File: src/hw/rtl/pcrc_pkg.sv
// shared types, register codes and the byte-wide crc update for the packet crc block
package pcrc_pkg;

    // configuration register indexes
    typedef enum logic [1:0] {
        REG_POLYNOMIAL = 2'd0,
        REG_START      = 2'd1
    } cfg_reg_t;

    localparam logic [15:0] POLY_RESET  = 16'hA001;
    localparam logic [15:0] START_RESET = 16'h0000;

    // kind of a result beat
    localparam logic KIND_CRC_BYTE = 1'b0;
    localparam logic KIND_VERDICT  = 1'b1;

    // one input beat
    typedef struct packed {
        logic [7:0] data_byte;
        logic       append_mode;
        logic       last_byte;
    } item_beat_t;

    // one result beat
    typedef struct packed {
        logic [7:0] out_byte;
        logic       crc_matches;
        logic       result_kind;
        logic       last_result;
    } result_beat_t;

    // results produced by one input beat, oldest first
    typedef struct packed {
        logic [1:0]   count;
        result_beat_t first;
        result_beat_t second;
    } result_push_t;

    // reflected crc over one byte, lsb first
    function automatic logic [15:0] crc_feed(logic [15:0] crc, logic [15:0] poly,
                                             logic [7:0] b);
        logic [15:0] c;
        c = crc ^ {8'h00, b};
        for (int k = 0; k < 8; k++)
        begin
            if (c[0])
                c = (c >> 1) ^ poly;
            else
                c = c >> 1;
        end
        return c;
    endfunction

endpackage

File: src/hw/rtl/pcrc_core.sv
// packet state, crc register and result formation for one beat
module pcrc_core (
    input  logic                    clk,
    input  logic                    rst_n,
    input  pcrc_pkg::item_beat_t    beat,
    input  logic                    advance,
    input  logic [15:0]             poly,
    input  logic [15:0]             start,
    output pcrc_pkg::result_push_t  push
);

    logic [15:0] crc_reg, crc_next;
    logic [7:0]  held0_reg, held0_next;
    logic [7:0]  held1_reg, held1_next;
    logic [1:0]  held_count_reg, held_count_next;
    logic        mode_reg, mode_next;
    logic        in_packet_reg, in_packet_next;

    logic        first;
    logic        mode;
    logic [15:0] crc_base;
    logic [1:0]  hc;
    logic [7:0]  h0, h1;
    logic [7:0]  feed_byte;
    logic [15:0] crc_fed;
    logic        ok;

    // values at the start of this beat, with packet start folded in
    always_comb
    begin
        first    = !in_packet_reg;
        mode     = first ? beat.append_mode : mode_reg;
        crc_base = first ? start : crc_reg;
        hc       = first ? 2'd0 : held_count_reg;
        h0       = first ? 8'h00 : held0_reg;
        h1       = first ? 8'h00 : held1_reg;
        feed_byte = mode ? beat.data_byte : h0;
        crc_fed  = pcrc_pkg::crc_feed(crc_base, poly, feed_byte);
    end

    // next state and results
    always_comb
    begin
        mode_next       = mode;
        in_packet_next  = !beat.last_byte;
        crc_next        = crc_base;
        held0_next      = h0;
        held1_next      = h1;
        held_count_next = hc;
        if (mode)
        begin
            crc_next = crc_fed;
        end
        else if (hc[1])
        begin
            crc_next   = crc_fed;
            held0_next = h1;
            held1_next = beat.data_byte;
        end
        else
        begin
            if (hc[0])
                held1_next = beat.data_byte;
            else
                held0_next = beat.data_byte;
            held_count_next = hc + 2'd1;
        end
        ok = held_count_next[1] && ({held0_next, held1_next} == crc_next);

        push = '0;
        if (beat.last_byte)
        begin
            if (mode)
            begin
                push.count              = 2'd2;
                push.first.out_byte     = crc_next[15:8];
                push.first.result_kind  = pcrc_pkg::KIND_CRC_BYTE;
                push.second.out_byte    = crc_next[7:0];
                push.second.result_kind = pcrc_pkg::KIND_CRC_BYTE;
                push.second.last_result = 1'b1;
            end
            else
            begin
                push.count             = 2'd1;
                push.first.crc_matches = ok;
                push.first.result_kind = pcrc_pkg::KIND_VERDICT;
                push.first.last_result = 1'b1;
            end
        end
    end

    // control state
    always_ff @(posedge clk or negedge rst_n)
    begin
        if (!rst_n)
        begin
            crc_reg        <= pcrc_pkg::START_RESET;
            held_count_reg <= 2'd0;
            mode_reg       <= 1'b0;
            in_packet_reg  <= 1'b0;
        end
        else if (advance)
        begin
            crc_reg        <= crc_next;
            held_count_reg <= held_count_next;
            mode_reg       <= mode_next;
            in_packet_reg  <= in_packet_next;
        end
    end

    // held bytes
    always_ff @(posedge clk)
    begin
        if (advance)
        begin
            held0_reg <= held0_next;
            held1_reg <= held1_next;
        end
    end

endmodule

File: src/hw/rtl/pcrc_outq.sv
// two-entry result queue feeding the result port
module pcrc_outq (
    input  logic                    clk,
    input  logic                    rst_n,
    input  pcrc_pkg::result_push_t  push,
    input  logic                    push_en,
    output logic [1:0]              room,
    output logic                    result_valid,
    input  logic                    result_stall,
    output pcrc_pkg::result_beat_t  result
);

    pcrc_pkg::result_beat_t q_reg [2];
    pcrc_pkg::result_beat_t q_next [2];
    logic [1:0] count_reg, count_next;
    logic [1:0] count_kept;
    logic [1:0] push_n;
    logic       pop;

    assign result_valid = (count_reg != 2'd0);
    assign result       = q_reg[0];
    assign pop          = result_valid && !result_stall;
    assign room         = 2'd2 - count_reg + {1'b0, pop};
    assign push_n       = push_en ? push.count : 2'd0;

    // shift out the popped beat, then append new ones
    always_comb
    begin
        q_next[0]  = pop ? q_reg[1] : q_reg[0];
        q_next[1]  = q_reg[1];
        count_kept = count_reg - {1'b0, pop};
        for (int i = 0; i < 2; i++)
        begin
            if (push_n != 2'd0 && count_kept == 2'(i))
                q_next[i] = push.first;
            if (push_n == 2'd2 && count_kept + 2'd1 == 2'(i))
                q_next[i] = push.second;
        end
        count_next = count_kept + push_n;
    end

    always_ff @(posedge clk or negedge rst_n)
    begin
        if (!rst_n)
            count_reg <= 2'd0;
        else
            count_reg <= count_next;
    end

    always_ff @(posedge clk)
    begin
        q_reg[0] <= q_next[0];
        q_reg[1] <= q_next[1];
    end

    // queue never holds more than two beats
    a_count_max: assert property (@(posedge clk) disable iff (!rst_n)
        count_reg != 2'd3)
        else $error("result queue count out of range");

    // producer never pushes more than there is room for
    a_no_overfill: assert property (@(posedge clk) disable iff (!rst_n)
        push_n <= room)
        else $error("result queue overfilled");

    // a pair pushed into an empty queue comes out in order
    a_pair_order: assert property (@(posedge clk) disable iff (!rst_n)
        (count_reg == 2'd0 && push_n == 2'd2) |=>
            (count_reg == 2'd2 && q_reg[0] == $past(push.first)
             && q_reg[1] == $past(push.second)))
        else $error("result pair lost or reordered");

endmodule

File: src/hw/rtl/packet_crc16_append_check_top.sv
// top level of the packet crc-16 append and check block
// a last byte is held in the input register, then its results in the result queue
// throughput: one byte per cycle; an append packet's last byte puts out two beats,
//   and the input stalls while the two-entry result queue lacks room for a beat's results
// crc over a byte is eight unrolled shift-and-xor steps between input and result registers
// reset: asynchronous active low, polynomial 0xA001, start 0x0000, waiting for a packet start
module packet_crc16_append_check_top (
    input  logic                    clk,
    input  logic                    rst_n,
    input  logic                    item_valid,
    output logic                    item_stall,
    input  pcrc_pkg::item_beat_t    item,
    output logic                    result_valid,
    input  logic                    result_stall,
    output pcrc_pkg::result_beat_t  result,
    input  logic                    cfg_valid,
    output logic                    cfg_ready,
    input  logic [1:0]              cfg_index,
    input  logic [15:0]             cfg_data
);

    logic                   s1_valid_reg;
    pcrc_pkg::item_beat_t   s1_beat_reg;
    logic [15:0]            poly_reg;
    logic [15:0]            start_reg;
    pcrc_pkg::result_push_t push;
    logic [1:0]             room;
    logic                   advance;

    assign cfg_ready  = 1'b1;
    assign advance    = s1_valid_reg && (push.count <= room);
    assign item_stall = s1_valid_reg && !advance;

    // configuration registers
    always_ff @(posedge clk or negedge rst_n)
    begin
        if (!rst_n)
        begin
            poly_reg  <= pcrc_pkg::POLY_RESET;
            start_reg <= pcrc_pkg::START_RESET;
        end
        else if (cfg_valid && cfg_ready)
        begin
            unique case (cfg_index)
                pcrc_pkg::REG_POLYNOMIAL: poly_reg  <= cfg_data;
                pcrc_pkg::REG_START:      start_reg <= cfg_data;
                default: ;
            endcase
        end
    end

    // input register
    always_ff @(posedge clk or negedge rst_n)
    begin
        if (!rst_n)
            s1_valid_reg <= 1'b0;
        else if (!item_stall)
            s1_valid_reg <= item_valid;
    end

    always_ff @(posedge clk)
    begin
        if (item_valid && !item_stall)
            s1_beat_reg <= item;
    end

    pcrc_core u_core (
        .clk     (clk),
        .rst_n   (rst_n),
        .beat    (s1_beat_reg),
        .advance (advance),
        .poly    (poly_reg),
        .start   (start_reg),
        .push    (push)
    );

    pcrc_outq u_outq (
        .clk          (clk),
        .rst_n        (rst_n),
        .push         (push),
        .push_en      (advance),
        .room         (room),
        .result_valid (result_valid),
        .result_stall (result_stall),
        .result       (result)
    );

endmodule
File: config.mk
export PLATFORM = sky130hd
export DESIGN_NAME = packet_crc16_append_check_top
export DESIGN_NICKNAME = d
export VERILOG_FILES = /design/src/hw/rtl/pcrc_pkg.sv /design/src/hw/rtl/pcrc_core.sv /design/src/hw/rtl/pcrc_outq.sv /design/src/hw/rtl/packet_crc16_append_check_top.sv
export SDC_FILE = /design/constraint.sdc
export NUM_CORES = 1
export LEC_CHECK = 0
export ABC_AREA = 0
export BUFFER_PORTS_ARGS = -buffer_cell sky130_fd_sc_hd__buf_2
export CORE_MARGIN = 2
export CORE_UTILIZATION = 30
export CTS_CLUSTER_SIZE = 10
export DETAILED_ROUTE_END_ITERATION = 6
export PLACE_DENSITY = 0.49
export SYNTH_ARGS = -nofsm -noshare
export SYNTH_HDL_FRONTEND = slang
export SYNTH_SLANG_ARGS = --single-unit
File: constraint.sdc
create_clock -name clk -period 14.32 [get_ports clk]
set_clock_uncertainty 0.05 [all_clocks]
set_input_delay 2.148 -clock clk [delete_from_list [all_inputs] [get_ports clk]]
set_output_delay 2.148 -clock clk [all_outputs]
set_load 0.005 [all_outputs]
==> reports/results.txt, run 1 <==
CP required: 14.54 ns
root buf cell: clkbuf_16
total number of yosys warnings: 0
Syn Area/Cell: 8.23 sq um
grt met2 use: 30.6%
CTS tree: built
cell accounting for the most synthesized area: edfxtp_1
global-route wire length before repair: 48100 um
share of layout cells above drive strength 1: 13.2%
die footprint: 0.0320 sq mm
Yosys reg bits: 103
met3 global-route usage: 3.48%
clk sinks: 103
Mapped Nets: 1153
Max clock buf depth: 2
FF-to-FF Start: poly_reg[0]
Hold WC Path Type: reg2reg
CP Max Fanout: 59
CP endpoint kind: flip-flop
Tmin final: 7.23 ns
vias in the first global route: 7807
final hold violations: 0
most common cell after layout, fill and taps aside: nand2_1
Clk Latency, worst-skew pair: 0.36 ns
sequential share of the synthesized area: 30.3%
GRT Max-Usage Layer: met2
setup TNS: 0 ns
top cell type's share of synthesized area: 14.4%
I/O pin cnt: 47
min-delay src: u_core.crc_reg[6]
count of cells resized by post-cts repair: 0
synth top area cells: edfxtp_1 (14%), dfrtp_1 (14%), xnor2_1 (8.0%)
R2R cell count: 21
status: completed
number of synthesized flops with an enable pin: 44
gr ovfl total: 0
post-CTS setup buffers: 0
max reg flops: 22
Post-Syn Instances: 1114
worst endpoint data arrival time: 7.45 ns
area of the multi-input gates: 0.00583 sq mm
Die Ht: 179 um
Tcrit/Tclk final: 50.5%
initial core utilization: 30.2%
most frequent cells in the layout: nand2_1 (191), o21ai_0 (89), xnor2_1 (84), nor2_1 (62), a21oi_1 (53)
Final Max Slew Viols: 0
H-tree Lvls: 3
synthesized area: 0.00917 sq mm
Max-Cap Viols: 0
largest net degree at the start of global routing: 60
vias per std cell: 5.59
distinct cell type count after synthesis: 98
Nets: 1135
M1 GR Usage: 28.5%
reg-to-reg slack, setup: 7.09 ns
vias: 8362
synthesis-to-layout area growth: 7.80%
CTS buffer count: 9
Hold Path Cell Cnt: 2
r2r endpoint: u_outq.q_reg[0][13]
clock slew at reported path FFs: 0.08 ns
GPL Wtd Cong: 0.931
DR WL/cell: 20.8 um
initial antenna violation count: 0
ys flop type: dfrtp_1
dpl hpwl: 22600 um
DRC: 0
first-pass iteration count of the detailed router: 5
PortBufs: 45
RSZ-0062 raised after global routing: no
gr usage total: 19.8%
Routed WL: 31100 um
die width: 179 um
core area: 0.0303 sq mm
Site Rows: 64
DRT antenna net count: 0
final setup violation count: 0
FFs w/ async S/R, synth: 53.4%
register area: 0.00278 sq mm
Startpoint Class: flip-flop
Slew HR: 23.3%
# fillers: 3213
1st-iter DRT viols: 832
CTS Hold Buffers Added: 0
slew of the pin with the lowest slew margin: 1.15 ns
hold endpoint: u_core.crc_reg[6]
CP Class: reg2reg
max frequency: 0.138 GHz
n_diodes: 0
==> cells in the mapped netlist, types with 6 or more instances <==
| cell type | n |
|---|---|
| nor3_1 | 21 |
| o211ai_1 | 10 |
| inv_1 | 26 |
| nor2b_1 | 7 |
| nor4_1 | 7 |
| nor2_1 | 62 |
| o22ai_1 | 20 |
| a21o_1 | 7 |
| a31oi_1 | 10 |
| xor2_1 | 27 |
| mux2i_1 | 29 |
| clkbuf_1 | 62 |
| a21oi_1 | 53 |
| o21a_1 | 6 |
| a211oi_1 | 10 |
| a22o_1 | 11 |
| edfxtp_1 | 44 |
| and2_1 | 7 |
| nand2_1 | 191 |
| or3_1 | 6 |
| xnor2_1 | 84 |
| nand3b_1 | 6 |
| o21ai_0 | 89 |
| dfrtp_1 | 52 |
| a32oi_1 | 13 |
| xnor2_2 | 7 |
| buf_2 | 8 |
| nand3_1 | 42 |
| and3_1 | 8 |
| mux2_2 | 25 |
| ha_1 | 6 |
| buf_4 | 14 |
==> cell families (layout without fill, tap and decap cells) <==
| kind of cell | count (synthesis) | in the layout | synth area share (%) |
|---|---|---|---|
| compound gates | 301 | 301 | 22.2 |
| xor+xnor | 126 | 126 | 13.7 |
| fa+ha+maj | 6 | 6 | 0.818 |
| buf+inv | 123 | 110 | 6.14 |
| flops | 103 | 103 | 30.3 |
| mux | 56 | 56 | 6.53 |
| other cells | 1 | 1 | 0.0409 |
| simple gates | 398 | 398 | 20.2 |
==> layer usage <==
metal,vias up,share of wire [%]
met3,28,6.7
met5,-,0
met1,4074,46
met4,0,1.8
met2,299,45
li1,3961,-
==> critical path, stage by stage, from the launching register on <==
cell and delay, ns:
dfstp_2 0.52, buf_4 0.48, inv_1 0.61, nand2_1 0.21, o22ai_1 0.12, or2_1 0.29
or4_4 0.49, a31oi_1 0.46, or2_1 0.18, buf_4 0.36, nor4_1 0.10, o311a_1 0.35
or3_1 0.51, o211ai_4 0.33, xor2_4 0.41, and2_2 0.25, xnor3_1 0.30, o22ai_1 0.13
nor4_1 0.36, o2111ai_1 0.16, nand4b_1 0.25, o32ai_2 0.22
==> layout make-up <==
class | count | area share (%)
Tap cell | 396 | 5.01
Clock inverter | 2 | 0.139
Multi-Input combinational cell | 888 | 59.0
Clock buffer | 14 | 2.82
Sequential cell | 103 | 28.1
Inverter | 29 | 1.10
Timing Repair Buffer | 65 | 3.80
==> per-stage QoR <==
step | std cells | instance area [sq um] | utilization, % | setup slack (ns) | hold slack, ns
global placement | 1481 | 9600 | 31.6 | 7.39 | 0.408
finish | 1497 | 9890 | 32.6 | 7.09 | 0.429
CTS | 1497 | 9890 | 32.6 | 7.18 | 0.431
global route | 1497 | 9890 | 32.6 | 6.59 | 0.465
floorplan | 1114 | 9170 | - | 8.52 | 0.388
detailed placement | 1481 | 9600 | 31.6 | 7.24 | 0.411
==> worst max-delay path by stage <==
| stage | start | to | slack, ns | cells past startpoint |
|---|---|---|---|---|
| CTS | poly_reg[0] | u_outq.q_reg[0][13] | 7.18 | 21 |
| floorplan | result_stall | item_stall | 8.52 | 11 |
| global route | poly_reg[0] | u_outq.q_reg[0][13] | 6.59 | 21 |
| detailed placement | poly_reg[0] | u_outq.q_reg[0][13] | 7.24 | 21 |
| global placement | poly_reg[0] | u_outq.q_reg[0][13] | 7.39 | 21 |
| finish | poly_reg[0] | u_outq.q_reg[0][13] | 7.09 | 21 |
Power of run 1 is left out: the tool's default activity adds up to more than one toggle a clock period on the data nets, which glitch-free logic cannot reach.
==> run 2, diff against run 1 <==
PLACE_DENSITY = 0.5   (was 0.49)
clock period = 6.5 ns   (was 14.32 ns; I/O delays follow)
==> run 2 against run 1 <==
  * Maximum frequency increased by 19%
  * Sequential share of layout area decreased by 0.73 points
  * Cell area increased by 2.7%
  * Critical endpoint unchanged
==> reports/results.txt, run 2 (synthesized netlist as in run 1, its figures left out) <==
initial core utilization: 30.2% (unchanged)
Site Rows: 64 (unchanged)
vias: 8426 (+0.77%)
CP endpoint kind: flip-flop
max frequency: 0.165 GHz (+19%)
DR WL/cell: 20.2 um (-2.8%)
Top Layer Used: met4
CP required: 6.73 ns (-7.81 ns)
die footprint: 0.0320 sq mm (unchanged)
CP Max Fanout: 11 (-81%)
largest net degree at the start of global routing: 56 (-6.7%)
Hold WC Path Type: reg2reg
min-delay src: u_core.crc_reg[6]
PortBufs: 45 (unchanged)
CTS tree: built
n_diodes: 0 (unchanged)
Tcrit/Tclk final: 93.5% (+43 points)
Crit. Startpoint: s1_beat_reg[2]
reg-to-reg slack, setup: 0.42 ns (-6.67 ns)
RSZ-0062 raised after global routing: no
final setup violation count: 0 (unchanged)
status: completed
clk sinks: 103 (unchanged)
Die Ht: 179 um (unchanged)
gr usage total: 19.5% (-0.25 points)
Slew HR: 23.8% (+0.53 points)
DRT antenna net count: 0 (unchanged)
FF-to-FF Start: s1_beat_reg[2]
global-route wire length before repair: 47900 um (-0.24%)
vias in the first global route: 7816 (+0.12%)
final hold violations: 0 (unchanged)
1st-iter DRT viols: 881 (+5.9%)
DRC: 0 (unchanged)
clock slew at reported path FFs: 0.08 ns (about the same)
WL met1: 15000 um (+4.4%)
r2r endpoint: u_outq.q_reg[0][13]
GPL Wtd Cong: 0.895 (-3.8%)
setup TNS: 0 ns (unchanged)
Startpoint Class: flip-flop
met2 WL: 13700 um (-2.3%)
synthesis-to-layout area growth: 10.7%
share of layout cells above drive strength 1: 15.8% (+2.6 points)
most frequent cells in the layout: nand2_1 (191), o21ai_0 (89), xnor2_1 (84), nor2_1 (61), a21oi_1 (53)
dpl hpwl: 22900 um (+1.3%)
die width: 179 um (unchanged)
slew of the pin with the lowest slew margin: 1.14 ns (-0.00790 ns)
max reg flops: 22 (unchanged)
CTS Hold Buffers Added: 0 (unchanged)
vias per std cell: 5.53 (-1.1%)
met3 wire len: 1680 um (-19%)
Setup crit end: u_outq.q_reg[0][13]
Routed WL: 30800 um (-0.94%)
H-tree Lvls: 3 (unchanged)
worst endpoint data arrival time: 6.31 ns (-1.14 ns)
R2R cell count: 20 (-4.8%)
Max clock buf depth: 2 (unchanged)
CP Class: reg2reg
root buf cell: clkbuf_16
CTS buffer count: 9 (unchanged)
Tmin final: 6.08 ns (-1.15 ns)
most common cell after layout, fill and taps aside: nand2_1
first-pass iteration count of the detailed router: 5 (unchanged)
# fillers: 3182 (-0.96%)
initial antenna violation count: 0 (unchanged)
I/O pin cnt: 47 (unchanged)
core area: 0.0303 sq mm (unchanged)
Clk Latency, worst-skew pair: 0.38 ns (+0.02 ns)
gr ovfl total: 0 (unchanged)
Nets: 1163 (+2.5%)
Max-Cap Viols: 0 (unchanged)
Final Max Slew Viols: 0 (unchanged)
-- run 2: cell types whose count changed in the layout (fill, tap and decap cells not counted), sizes merged --
cell | previous run | this run
buf | 65 | 93
clkbuf | 14 | 12
bufinv | 0 | 1
clkinv | 4 | 5
-- run 2: worst min path at each step --
stage          depth (start not counted)                  end  slack, ns
2_1_floorplan                          2    u_core.crc_reg[6]       0.39
3_3_place_gp                           2    u_core.crc_reg[6]       0.40
3_5_place_dp                           2    u_core.crc_reg[6]       0.41
4_1_cts                                2    u_core.crc_reg[6]       0.42
5_1_grt                                2  u_outq.q_reg[0][13]       0.45
6_report                               2    u_core.crc_reg[6]       0.42
-- run 2: final cells by class --
type                    instances  area, sq um  area share [%]
clock inverters                 4         52.6           0.518
repair buffers                 93          589            5.80
flip-flops and latches        103         2780            27.4
multi-input cells             888         5860            57.7
well taps                     396          495            4.88
inverters                      29          109            1.07
clock buffers                  12          262            2.58
-- run 2: per-stage QoR --
| step | std cells | hold WS, ns | setup slack [ns] | utilization (%) | instance area (sq um) |
|---|---|---|---|---|---|
| 2_1_floorplan | 1114 | 0.388 | 1.18 | - | 9170 |
| 3_3_place_gp | 1505 | 0.403 | 0.316 | 32.2 | 9780 |
| 3_5_place_dp | 1505 | 0.407 | 0.379 | 32.2 | 9780 |
| 4_1_cts | 1521 | 0.425 | 0.302 | 33.2 | 10100 |
| 5_1_grt | 1525 | 0.446 | 0.0404 | 33.5 | 10200 |
| 6_report | 1525 | 0.423 | 0.425 | 33.5 | 10200 |
-- run 2: worst max-delay path, cell delays in order (launching register included) --
cell and delay (ns):
edfxtp_1 0.53, and3b_1 0.29, or4_1 0.55, a21oi_2 0.25, nor2_1 0.15, a41oi_1 0.37
o311ai_4 0.21, buf_4 0.19, mux2i_1 0.12, and2_0 0.14, o311a_1 0.37, nor3_2 0.48
nand3_1 0.28, o311a_1 0.35, a32oi_1 0.26, xnor2_1 0.34, o22ai_1 0.15, nor4_1 0.29
o2111ai_1 0.16, nand4b_1 0.25, o32ai_2 0.21
-- run 2: layer usage --
metal	global-route usage, %	vias to the layer above
met1	29.4	4110
met3	2.48	24
li1	-	4031
met2	29.8	261
met4	3.76	0
met5	0	-
-- run 2: what timing repair did --
item	4_1_cts	5_1_grt
gates resized for setup	0	7
setup buffers	0	4
endpoints found under the setup margin	0	2
Power of run 2 is left out for the same reason.
